--- config.mk ---
export PLATFORM = sky130hd
export DESIGN_NAME = gbkf_alu
export DESIGN_NICKNAME = d
export VERILOG_FILES = /design/src/hw/rtl/gbkf_pkg.sv /design/src/hw/rtl/gbkf_alu.sv
export SDC_FILE = /design/constraint.sdc
export NUM_CORES = 2
export LEC_CHECK = 0
export BUFFER_PORTS_ARGS = -buffer_cell sky130_fd_sc_hd__buf_2
export CAP_MARGIN = 30
export CORE_MARGIN = 2
export CORE_UTILIZATION = 40
export CTS_BUF_LIST = sky130_fd_sc_hd__clkbuf_8
export DETAILED_ROUTE_END_ITERATION = 16
export GPL_TIMING_DRIVEN = 0
export SLEW_MARGIN = 20
export SYNTH_ARGS = -nofsm -noshare
export SYNTH_HDL_FRONTEND = slang
export SYNTH_SLANG_ARGS = --single-unit
export TNS_END_PERCENT = 5
--- constraint.sdc ---
create_clock -name clk_i -period 18.8 [get_ports clk_i]
set_clock_uncertainty 0.1 [all_clocks]
set_input_delay 3.76 -clock clk_i [delete_from_list [all_inputs] [get_ports clk_i]]
set_output_delay 3.76 -clock clk_i [all_outputs]
set_load 0.01 [all_outputs]
--- src/hw/rtl/gbkf_pkg.sv ---
// gbkf_pkg: shared types, register indexes, slot codes and the micro-program
// of the gyro bias kalman filter. No dependencies.
package gbkf_pkg;

  localparam int CFG_IDX_W  = 3;
  localparam int CFG_DATA_W = 31;

  localparam logic [CFG_IDX_W-1:0] REG_STEP_TIME   = 3'd0;
  localparam logic [CFG_IDX_W-1:0] REG_ANGLE_GAIN  = 3'd1;
  localparam logic [CFG_IDX_W-1:0] REG_RATE_GAIN   = 3'd2;
  localparam logic [CFG_IDX_W-1:0] REG_BIAS_GAIN   = 3'd3;
  localparam logic [CFG_IDX_W-1:0] REG_GYRO_NOISE  = 3'd4;
  localparam logic [CFG_IDX_W-1:0] REG_ANGLE_NOISE = 3'd5;

  typedef struct packed {
    logic signed [31:0] gyro_rate;
    logic signed [31:0] angle_ref;
  } in_t;

  typedef struct packed {
    logic signed [31:0] angle_est;
    logic signed [31:0] rate_est;
    logic signed [31:0] bias_est;
    logic               singular;
  } out_t;

  typedef enum logic [2:0] {
    OP_ADD = 3'd0,
    OP_SUB = 3'd1,
    OP_MUL = 3'd2,
    OP_DIV = 3'd3,
    OP_JZ  = 3'd4,
    OP_END = 3'd5
  } op_e;

  typedef struct packed {
    logic start;
    op_e  op;
  } alu_req_t;

  localparam int SLOT_W       = 6;
  localparam int MEM_DEPTH    = 64;
  localparam int NUM_PERSIST  = 12;

  // scratch file slots
  localparam logic [SLOT_W-1:0] S_A   = 6'd0;
  localparam logic [SLOT_W-1:0] S_R   = 6'd1;
  localparam logic [SLOT_W-1:0] S_B   = 6'd2;
  localparam logic [SLOT_W-1:0] S_P0  = 6'd3;
  localparam logic [SLOT_W-1:0] S_P1  = 6'd4;
  localparam logic [SLOT_W-1:0] S_P2  = 6'd5;
  localparam logic [SLOT_W-1:0] S_P3  = 6'd6;
  localparam logic [SLOT_W-1:0] S_P4  = 6'd7;
  localparam logic [SLOT_W-1:0] S_P5  = 6'd8;
  localparam logic [SLOT_W-1:0] S_P6  = 6'd9;
  localparam logic [SLOT_W-1:0] S_P7  = 6'd10;
  localparam logic [SLOT_W-1:0] S_P8  = 6'd11;
  localparam logic [SLOT_W-1:0] S_T1  = 6'd12;
  localparam logic [SLOT_W-1:0] S_T2  = 6'd13;
  localparam logic [SLOT_W-1:0] S_T3  = 6'd14;
  localparam logic [SLOT_W-1:0] S_Q1  = 6'd15;
  localparam logic [SLOT_W-1:0] S_X   = 6'd16;
  localparam logic [SLOT_W-1:0] S_Y   = 6'd17;
  localparam logic [SLOT_W-1:0] S_S11 = 6'd18;
  localparam logic [SLOT_W-1:0] S_S12 = 6'd19;
  localparam logic [SLOT_W-1:0] S_S21 = 6'd20;
  localparam logic [SLOT_W-1:0] S_S22 = 6'd21;
  localparam logic [SLOT_W-1:0] S_D   = 6'd22;
  localparam logic [SLOT_W-1:0] S_T11 = 6'd23;
  localparam logic [SLOT_W-1:0] S_T12 = 6'd24;
  localparam logic [SLOT_W-1:0] S_T21 = 6'd25;
  localparam logic [SLOT_W-1:0] S_T22 = 6'd26;
  localparam logic [SLOT_W-1:0] S_H1  = 6'd27;
  localparam logic [SLOT_W-1:0] S_H2  = 6'd28;
  localparam logic [SLOT_W-1:0] S_K10 = 6'd29;
  localparam logic [SLOT_W-1:0] S_K11 = 6'd30;
  localparam logic [SLOT_W-1:0] S_K12 = 6'd31;
  localparam logic [SLOT_W-1:0] S_K20 = 6'd32;
  localparam logic [SLOT_W-1:0] S_K21 = 6'd33;
  localparam logic [SLOT_W-1:0] S_K22 = 6'd34;
  localparam logic [SLOT_W-1:0] S_E0  = 6'd35;
  localparam logic [SLOT_W-1:0] S_E1  = 6'd36;
  localparam logic [SLOT_W-1:0] S_E2  = 6'd37;
  localparam logic [SLOT_W-1:0] S_I1  = 6'd38;
  localparam logic [SLOT_W-1:0] S_I2  = 6'd39;
  // operands that come from registers or a constant rather than the file
  localparam logic [SLOT_W-1:0] S_DT   = 6'd48;
  localparam logic [SLOT_W-1:0] S_ANG  = 6'd49;
  localparam logic [SLOT_W-1:0] S_QR   = 6'd50;
  localparam logic [SLOT_W-1:0] S_QB   = 6'd51;
  localparam logic [SLOT_W-1:0] S_GN   = 6'd52;
  localparam logic [SLOT_W-1:0] S_AN   = 6'd53;
  localparam logic [SLOT_W-1:0] S_Z1   = 6'd54;
  localparam logic [SLOT_W-1:0] S_ZR   = 6'd55;
  localparam logic [SLOT_W-1:0] S_ZERO = 6'd56;

  typedef struct packed {
    op_e               op;
    logic [SLOT_W-1:0] dst;
    logic [SLOT_W-1:0] a;
    logic [SLOT_W-1:0] b;
  } uop_t;

  function automatic uop_t mk(op_e op, logic [SLOT_W-1:0] d, logic [SLOT_W-1:0] a,
                              logic [SLOT_W-1:0] b);
    uop_t u;
    u.op  = op;
    u.dst = d;
    u.a   = a;
    u.b   = b;
    return u;
  endfunction

  localparam int PROG_LEN = 121;
  localparam int PC_W     = 7;

  localparam uop_t PROG [PROG_LEN] = '{
    // prediction
    mk(OP_MUL, S_Q1, S_ANG, S_DT),
    mk(OP_SUB, S_R, S_Z1, S_B),
    mk(OP_MUL, S_X, S_DT, S_R),
    mk(OP_ADD, S_A, S_A, S_X),
    mk(OP_MUL, S_X, S_DT, S_P6),
    mk(OP_SUB, S_T1, S_P0, S_X),
    mk(OP_MUL, S_X, S_DT, S_P8),
    mk(OP_SUB, S_T2, S_P2, S_X),
    mk(OP_SUB, S_T3, S_P6, S_X),
    mk(OP_MUL, S_X, S_Q1, S_Q1),
    mk(OP_ADD, S_X, S_X, S_T1),
    mk(OP_MUL, S_Y, S_DT, S_T2),
    mk(OP_SUB, S_P0, S_X, S_Y),
    mk(OP_MUL, S_X, S_Q1, S_QR),
    mk(OP_SUB, S_P1, S_X, S_T1),
    mk(OP_MUL, S_X, S_Q1, S_QB),
    mk(OP_ADD, S_P2, S_X, S_T2),
    mk(OP_MUL, S_X, S_QR, S_Q1),
    mk(OP_SUB, S_P3, S_X, S_T3),
    mk(OP_MUL, S_X, S_QR, S_QR),
    mk(OP_ADD, S_P4, S_X, S_P8),
    mk(OP_MUL, S_X, S_QR, S_QB),
    mk(OP_SUB, S_P5, S_X, S_P8),
    mk(OP_MUL, S_X, S_QB, S_Q1),
    mk(OP_ADD, S_P6, S_X, S_T3),
    mk(OP_MUL, S_X, S_QB, S_QR),
    mk(OP_SUB, S_P7, S_X, S_P8),
    mk(OP_MUL, S_X, S_QB, S_QB),
    mk(OP_ADD, S_P8, S_X, S_P8),
    // innovation covariance and determinant
    mk(OP_ADD, S_X, S_P4, S_P7),
    mk(OP_ADD, S_X, S_X, S_P5),
    mk(OP_ADD, S_X, S_X, S_P8),
    mk(OP_ADD, S_S11, S_X, S_GN),
    mk(OP_ADD, S_S12, S_P3, S_P6),
    mk(OP_ADD, S_S21, S_P1, S_P2),
    mk(OP_ADD, S_S22, S_P0, S_AN),
    mk(OP_MUL, S_X, S_S11, S_S22),
    mk(OP_MUL, S_Y, S_S12, S_S21),
    mk(OP_SUB, S_D, S_X, S_Y),
    mk(OP_JZ,  S_X, S_D, S_D),
    // inverse
    mk(OP_DIV, S_T11, S_S22, S_D),
    mk(OP_SUB, S_X, S_ZERO, S_S12),
    mk(OP_DIV, S_T12, S_X, S_D),
    mk(OP_SUB, S_X, S_ZERO, S_S21),
    mk(OP_DIV, S_T21, S_X, S_D),
    mk(OP_DIV, S_T22, S_S11, S_D),
    // gains, h0 equals s21
    mk(OP_ADD, S_H1, S_P4, S_P5),
    mk(OP_ADD, S_H2, S_P7, S_P8),
    mk(OP_MUL, S_X, S_P0, S_T21),
    mk(OP_MUL, S_Y, S_S21, S_T11),
    mk(OP_ADD, S_K10, S_X, S_Y),
    mk(OP_MUL, S_X, S_P0, S_T22),
    mk(OP_MUL, S_Y, S_S21, S_T12),
    mk(OP_ADD, S_K20, S_X, S_Y),
    mk(OP_MUL, S_X, S_P3, S_T21),
    mk(OP_MUL, S_Y, S_H1, S_T11),
    mk(OP_ADD, S_K11, S_X, S_Y),
    mk(OP_MUL, S_X, S_P3, S_T22),
    mk(OP_MUL, S_Y, S_H1, S_T12),
    mk(OP_ADD, S_K21, S_X, S_Y),
    mk(OP_MUL, S_X, S_P6, S_T21),
    mk(OP_MUL, S_Y, S_H2, S_T11),
    mk(OP_ADD, S_K12, S_X, S_Y),
    mk(OP_MUL, S_X, S_P6, S_T22),
    mk(OP_MUL, S_Y, S_H2, S_T12),
    mk(OP_ADD, S_K22, S_X, S_Y),
    // innovations
    mk(OP_SUB, S_X, S_Z1, S_R),
    mk(OP_SUB, S_I1, S_X, S_B),
    mk(OP_SUB, S_I2, S_ZR, S_A),
    // state correction
    mk(OP_MUL, S_X, S_K10, S_I1),
    mk(OP_MUL, S_Y, S_K20, S_I2),
    mk(OP_ADD, S_X, S_X, S_Y),
    mk(OP_ADD, S_A, S_A, S_X),
    mk(OP_MUL, S_X, S_K11, S_I1),
    mk(OP_MUL, S_Y, S_K21, S_I2),
    mk(OP_ADD, S_X, S_X, S_Y),
    mk(OP_ADD, S_R, S_R, S_X),
    mk(OP_MUL, S_X, S_K12, S_I1),
    mk(OP_MUL, S_Y, S_K22, S_I2),
    mk(OP_ADD, S_X, S_X, S_Y),
    mk(OP_ADD, S_B, S_B, S_X),
    // covariance correction, rows 2 and 1 before row 0
    mk(OP_ADD, S_E0, S_P3, S_P6),
    mk(OP_ADD, S_E1, S_P4, S_P7),
    mk(OP_ADD, S_E2, S_P5, S_P8),
    mk(OP_MUL, S_X, S_K22, S_P0),
    mk(OP_MUL, S_Y, S_K12, S_E0),
    mk(OP_ADD, S_X, S_X, S_Y),
    mk(OP_SUB, S_P6, S_P6, S_X),
    mk(OP_MUL, S_X, S_K22, S_P1),
    mk(OP_MUL, S_Y, S_K12, S_E1),
    mk(OP_ADD, S_X, S_X, S_Y),
    mk(OP_SUB, S_P7, S_P7, S_X),
    mk(OP_MUL, S_X, S_K22, S_P2),
    mk(OP_MUL, S_Y, S_K12, S_E2),
    mk(OP_ADD, S_X, S_X, S_Y),
    mk(OP_SUB, S_P8, S_P8, S_X),
    mk(OP_MUL, S_X, S_K21, S_P0),
    mk(OP_MUL, S_Y, S_K11, S_E0),
    mk(OP_ADD, S_X, S_X, S_Y),
    mk(OP_SUB, S_P3, S_P3, S_X),
    mk(OP_MUL, S_X, S_K21, S_P1),
    mk(OP_MUL, S_Y, S_K11, S_E1),
    mk(OP_ADD, S_X, S_X, S_Y),
    mk(OP_SUB, S_P4, S_P4, S_X),
    mk(OP_MUL, S_X, S_K21, S_P2),
    mk(OP_MUL, S_Y, S_K11, S_E2),
    mk(OP_ADD, S_X, S_X, S_Y),
    mk(OP_SUB, S_P5, S_P5, S_X),
    mk(OP_MUL, S_X, S_K20, S_P0),
    mk(OP_MUL, S_Y, S_K10, S_E0),
    mk(OP_ADD, S_X, S_X, S_Y),
    mk(OP_SUB, S_P0, S_P0, S_X),
    mk(OP_MUL, S_X, S_K20, S_P1),
    mk(OP_MUL, S_Y, S_K10, S_E1),
    mk(OP_ADD, S_X, S_X, S_Y),
    mk(OP_SUB, S_P1, S_P1, S_X),
    mk(OP_MUL, S_X, S_K20, S_P2),
    mk(OP_MUL, S_Y, S_K10, S_E2),
    mk(OP_ADD, S_X, S_X, S_Y),
    mk(OP_SUB, S_P2, S_P2, S_X),
    mk(OP_END, S_X, S_X, S_X)
  };

endpackage

--- src/hw/rtl/gbkf_alu.sv ---
// gbkf_alu: shared saturating add/sub, chunked multiplier and restoring
// divider for signed fixed point. Depends on gbkf_pkg.
module gbkf_alu #(
  parameter int DATA_WIDTH = 32,
  parameter int FRAC_BITS  = 16
) (
  input  logic                         clk_i,
  input  logic                         rst_ni,
  input  gbkf_pkg::alu_req_t           req_i,
  input  logic signed [DATA_WIDTH-1:0] a_i,
  input  logic signed [DATA_WIDTH-1:0] b_i,
  output logic                         done_o,
  output logic signed [DATA_WIDTH-1:0] res_o
);
  import gbkf_pkg::*;

  localparam int DW  = DATA_WIDTH;
  localparam int CH  = 16;
  localparam int NCH = (DW + CH - 1) / CH;
  localparam int BW  = NCH * CH;
  localparam int PW  = 2 * DW;
  localparam int NW  = DW + FRAC_BITS;
  localparam int RW  = DW + 1;
  localparam int CW  = $clog2(NW + 1);

  localparam logic [DW-1:0] VMAX = {1'b0, {(DW-1){1'b1}}};
  localparam logic [DW-1:0] VMIN = {1'b1, {(DW-1){1'b0}}};
  localparam logic [PW-1:0] LIM_POS = PW'(VMAX);
  localparam logic [PW-1:0] LIM_NEG = PW'(VMAX) + PW'(1);
  localparam logic [PW-1:0] RND     = PW'(1) << (FRAC_BITS - 1);

  typedef enum logic [3:0] {
    A_IDLE = 4'b0001,
    A_MUL  = 4'b0010,
    A_DIV  = 4'b0100,
    A_FIN  = 4'b1000
  } alu_state_e;

  alu_state_e         st_q;
  logic [DW-1:0]      ua_q, ud_q;
  logic [BW-1:0]      ub_q;
  logic               neg_q, mul_q, done_q;
  logic [PW-1:0]      acc_q;
  logic [NW-1:0]      num_q, quo_q;
  logic [RW-1:0]      rem_q;
  logic [CW-1:0]      cnt_q;
  logic signed [DW-1:0] res_q;

  logic [DW-1:0]    mag_a, mag_b;
  logic [DW+CH-1:0] prod;
  logic [RW-1:0]    rem_sh;
  logic             quo_bit;
  logic [PW-1:0]    fin_mag, fin_lim, fin_sat;
  logic [DW:0]      sum_ext, dif_ext;
  logic [DW-1:0]    sum_sat, dif_sat;

  assign mag_a = a_i[DW-1] ? DW'(-a_i) : DW'(a_i);
  assign mag_b = b_i[DW-1] ? DW'(-b_i) : DW'(b_i);
  assign prod  = ua_q * ub_q[BW-1 -: CH];

  assign rem_sh  = {rem_q[RW-2:0], num_q[NW-1]};
  assign quo_bit = rem_sh >= {1'b0, ud_q};

  assign fin_mag = mul_q ? ((acc_q + RND) >> FRAC_BITS) : PW'(quo_q);
  assign fin_lim = neg_q ? LIM_NEG : LIM_POS;
  assign fin_sat = (fin_mag > fin_lim) ? fin_lim : fin_mag;

  // overflow when the two top bits of the extended result differ
  assign sum_ext = {a_i[DW-1], a_i} + {b_i[DW-1], b_i};
  assign dif_ext = {a_i[DW-1], a_i} - {b_i[DW-1], b_i};
  assign sum_sat = (sum_ext[DW] != sum_ext[DW-1]) ? (sum_ext[DW] ? VMIN : VMAX)
                                                  : sum_ext[DW-1:0];
  assign dif_sat = (dif_ext[DW] != dif_ext[DW-1]) ? (dif_ext[DW] ? VMIN : VMAX)
                                                  : dif_ext[DW-1:0];

  always_ff @(posedge clk_i or negedge rst_ni) begin
    if (!rst_ni) begin
      st_q   <= A_IDLE;
      done_q <= 1'b0;
      cnt_q  <= '0;
    end else begin
      done_q <= 1'b0;
      case (st_q)
        A_IDLE: begin
          if (req_i.start) begin
            case (req_i.op)
              OP_ADD: begin
                done_q <= 1'b1;
              end
              OP_SUB: begin
                done_q <= 1'b1;
              end
              OP_MUL: begin
                cnt_q <= '0;
                st_q  <= A_MUL;
              end
              OP_DIV: begin
                cnt_q <= '0;
                st_q  <= A_DIV;
              end
              default: ;
            endcase
          end
        end
        A_MUL: begin
          cnt_q <= cnt_q + CW'(1);
          if (cnt_q == CW'(NCH - 1)) st_q <= A_FIN;
        end
        A_DIV: begin
          cnt_q <= cnt_q + CW'(1);
          if (cnt_q == CW'(NW - 1)) st_q <= A_FIN;
        end
        A_FIN: begin
          done_q <= 1'b1;
          st_q   <= A_IDLE;
        end
        default: st_q <= A_IDLE;
      endcase
    end
  end

  always_ff @(posedge clk_i) begin
    case (st_q)
      A_IDLE: begin
        if (req_i.start) begin
          neg_q <= a_i[DW-1] ^ b_i[DW-1];
          case (req_i.op)
            OP_ADD: res_q <= sum_sat;
            OP_SUB: res_q <= dif_sat;
            OP_MUL: begin
              ua_q  <= mag_a;
              ub_q  <= BW'(mag_b);
              acc_q <= '0;
              mul_q <= 1'b1;
            end
            OP_DIV: begin
              // numerator carries the half-divisor rounding term
              num_q <= (NW'(mag_a) << FRAC_BITS) + NW'(mag_b >> 1);
              ud_q  <= mag_b;
              rem_q <= '0;
              quo_q <= '0;
              mul_q <= 1'b0;
            end
            default: ;
          endcase
        end
      end
      A_MUL: begin
        acc_q <= (acc_q << CH) + PW'(prod);
        ub_q  <= ub_q << CH;
      end
      A_DIV: begin
        rem_q <= quo_bit ? (rem_sh - {1'b0, ud_q}) : rem_sh;
        quo_q <= {quo_q[NW-2:0], quo_bit};
        num_q <= num_q << 1;
      end
      A_FIN: begin
        res_q <= neg_q ? DW'(-fin_sat[DW-1:0]) : fin_sat[DW-1:0];
      end
      default: ;
    endcase
  end

  assign done_o = done_q;
  assign res_o  = res_q;

endmodule

==> results.cfg <==
[clock_tree]
clock-sinks = 333
post-cts-setup-buffer-count = 0
clkSlewWorstSetupHoldPaths_ns = 0.06
clock_latency_ns = 0.67
cts_tree = yes
htree_levels = 2
numCtsBuffers = 55
cts.repair.resized = 0
cts_root_buf = clkbuf_8
clock_path_buffers = 3
ctsHoldBuffers = 0

[place]
placed_area_sq_um = 43800
hpwl_mm = 110
port_buffers = 102
gp_congestion = 0.995

[sta]
finalHoldViolCount = 0
period_share_pct = 48.6
worstMarginPinSlew_ns = 1.03
fin_setup_tns_ns = 0
clock.fmax_mhz = 110
slew_violations = 0
setup_viol = 0
rsz0062_at_grt = false
period_needed_ns = 9.13
slew_headroom_pct = 31.1

[yosys]
synth-xor-area-share_pct = 5.27
syn_area_sq_um = 41300
synthMuxAreaShare_pct = 0.440
synth.largest_area_cell = edfxtp_1
synth_compound_area_share_pct = 12.6
synth-seq-cells = 333
ys_warn_count = 0
async_flop_share_pct = 3.30
synth_top_family_by_area = adder cells
synthFlopType = edfxtp_1
synth_top_area_share_pct = 23.4
synth_fa_ha_area_share_pct = 30.7
synth_nets = 5468
synth_cells = 4659
synth_edf_count = 322
ys_seq_area_share_pct = 24.1
yosys.area_share.simple_pct = 18.1
synthTopCellsByArea = edfxtp_1 23%, fa_1 22%, ha_1 8.6%, inv_1 6.7%, nand2_1 4.4%
ys_types = 86
synth.avg_cell_area_sq_um = 8.85

[final_layout]
drive_gt1_share_pct = 5.37
nNetsFinal = 5643
fin_area_sq_um = 44900
final_util_pct = 44.0
multi_input_area_sq_um = 27700
syn2layout_area_growth_pct = 8.87
regArea_sq_um = 9950
n_fill_cell = 10300

[drt]
vias_per_cell = 5.51
drt_drc_violations_left = 0
wl_per_cell_um = 21.7
ant_nets = 0
drt-total-wl_mm = 135
vias = 34400
drt_first_pass_iters = 7
drt_iter0_drc = 3161

[die]
die_w_um = 325
die_h_um = 325
die-area_sq_um = 106000
core-area_sq_um = 102000
start_util_pct = 40.4
rows = 117
pin_count = 103

[critical_path]
end_kind = flop
cp-start-kind = primary input
critPathRequiredTime_ns = 19.09
path_max_fanout = 6
critPathKind = primary input to flop
cp.arrival_ns = 9.42

[global_route]
grt_usage_pct = 25.3
antenna_found_initial = 14
use_met3_pct = 3.45
overflow = 0
grt_pass1_wl_mm = 205
top_usage_layer = met2
use_met1_pct = 35.9
grt_pass1_vias = 33400
grt_max_degree = 49
grtUsageMet2_pct = 40.0

[power]
leakage_uw = 0.0198
ir_worst_vdd_v = 0.0000928
power_density_nw_per_um2 = 92.1

[flow_run]
max_cap_viol_count = 0

[status]
status = finished, final reports clean

[hold_path]
hp-class = flop to flop
[placed cells by master, fill, tap and decap left out, drive strengths merged, types with 50 or more instances in the layout]
cell type / count
a21oi: 266
nand3: 110
inv: 750
xnor2: 176
ha: 285
clkbuf: 269
o21ai: 210
edfxtp: 322
nand2: 485
xor2: 72
fa: 454
nor3: 67
and3: 79
a21o: 68
nor2: 326
and2: 221
buf: 133
nand4: 50
[power by group]
part           switching, uW  total (uW)  internal, uW
Combinational           1620        2610           990
Clock                    317         657           340
Sequential              17.6         863           845
[state kept, by name, summed over array words and instances (netlist names)]
signal  count
ub_q       32
done_o      1
ud_q       32
quo_q      48
res_o      32
acc_q      64
mul_q       1
num_q      48
neg_q       1
rem_q      32
ua_q       32
st_q        4
cnt_q       6
[critical path: stages]
cell and delay (ns):
buf_2 0.13, nor4_1 0.47, and3_1 0.24, nand2_1 0.09, or4_1 0.51, or4_1 0.60
o21ai_0 0.24, xnor2_1 0.24, fa_1 0.53, a21o_1 0.20, a21oi_1 0.21, nor2b_1 0.08
o21a_1 0.19, o41ai_1 0.58, o2111ai_1 0.29, nand3_1 0.12, and3_1 0.15, clkbuf_1 0.26
nor2_1 0.17, nand4_1 0.13, xnor2_1 0.12, a21oi_1 0.08
[final timing paths]
path	cells past startpoint	startpoint	to	slack (ns)
min in group asynchronous	1	rst_ni	st_q[3]$_DFFE_PN0P_	2.88
min reg2reg	2	num_q[16]$_DFFE_PP_	num_q[17]$_DFFE_PP_	0.42
min	2	num_q[16]$_DFFE_PP_	num_q[17]$_DFFE_PP_	0.42
max reg2reg	31	acc_q[16]$_SDFFCE_PN0P_	res_o[30]$_DFFE_PP_	9.72
max	22	b_i[4]	num_q[42]$_DFFE_PP_	9.67
max in group asynchronous	1	rst_ni	st_q[0]$_DFFE_PN1P_	15.43
[layout make-up]
type,count,area share [%]
well taps,1368,3.81
clock inverters,39,0.568
clock buffers,61,1.87
diodes,4,0.0223
multi-input cells,3364,61.7
plain buffers,223,1.88
inverters,739,6.18
flip-flops and latches,333,22.1
repair buffers,118,1.79
[synthesized netlist by cell type, drive strengths merged (10+ instances only)]
library cell  number
a21o              68
o21bai            34
nor4              34
o211ai            15
inv              735
and4              16
or4               16
a31oi             29
ha               285
nand4             50
and2             221
nand2b            32
fa               454
buf               15
nor3              67
or2               12
mux2i             11
edfxtp           322
a211oi            26
o31ai             31
dfrtp             10
nor2             326
nand3            110
a211o             10
or3               35
o41ai             14
a31o              16
xor2              72
o21ai            210
xnor2            176
clkbuf           208
nand2            485
and3              79
nor2b             28
o21a              18
a21oi            266
[per-stage QoR]
stage,setup WS (ns),cells,power [uW],hold WS [ns]
after floorplan,7.08,4659,2700,0.384
after global placement,3.08,6129,3460,0.389
after detailed placement,9.10,6144,3450,0.401
after CTS,9.75,6244,4130,0.410
after global routing,9.21,6246,4460,0.444
final,9.67,6249,4130,0.416
[layer usage]
| metal | part of all wire [%] | vias to the layer above |
|---|---|---|
| met5 | 0.045 | - |
| met4 | 3.4 | 10 |
| met3 | 7.3 | 228 |
| met2 | 45 | 1397 |
| met1 | 44 | 17000 |
| li1 | - | 15800 |
[cells by family after synthesis]
family | count (synthesis)
multiplexers | 17
adder cells (fa/ha/maj) | 739
XOR/XNOR | 248
AND/OR/NAND/NOR | 1533
flip-flops | 333
buffers and inverters | 962
AO/OA/AOI/OAI | 827
Power figures use the tool's default switching activity.
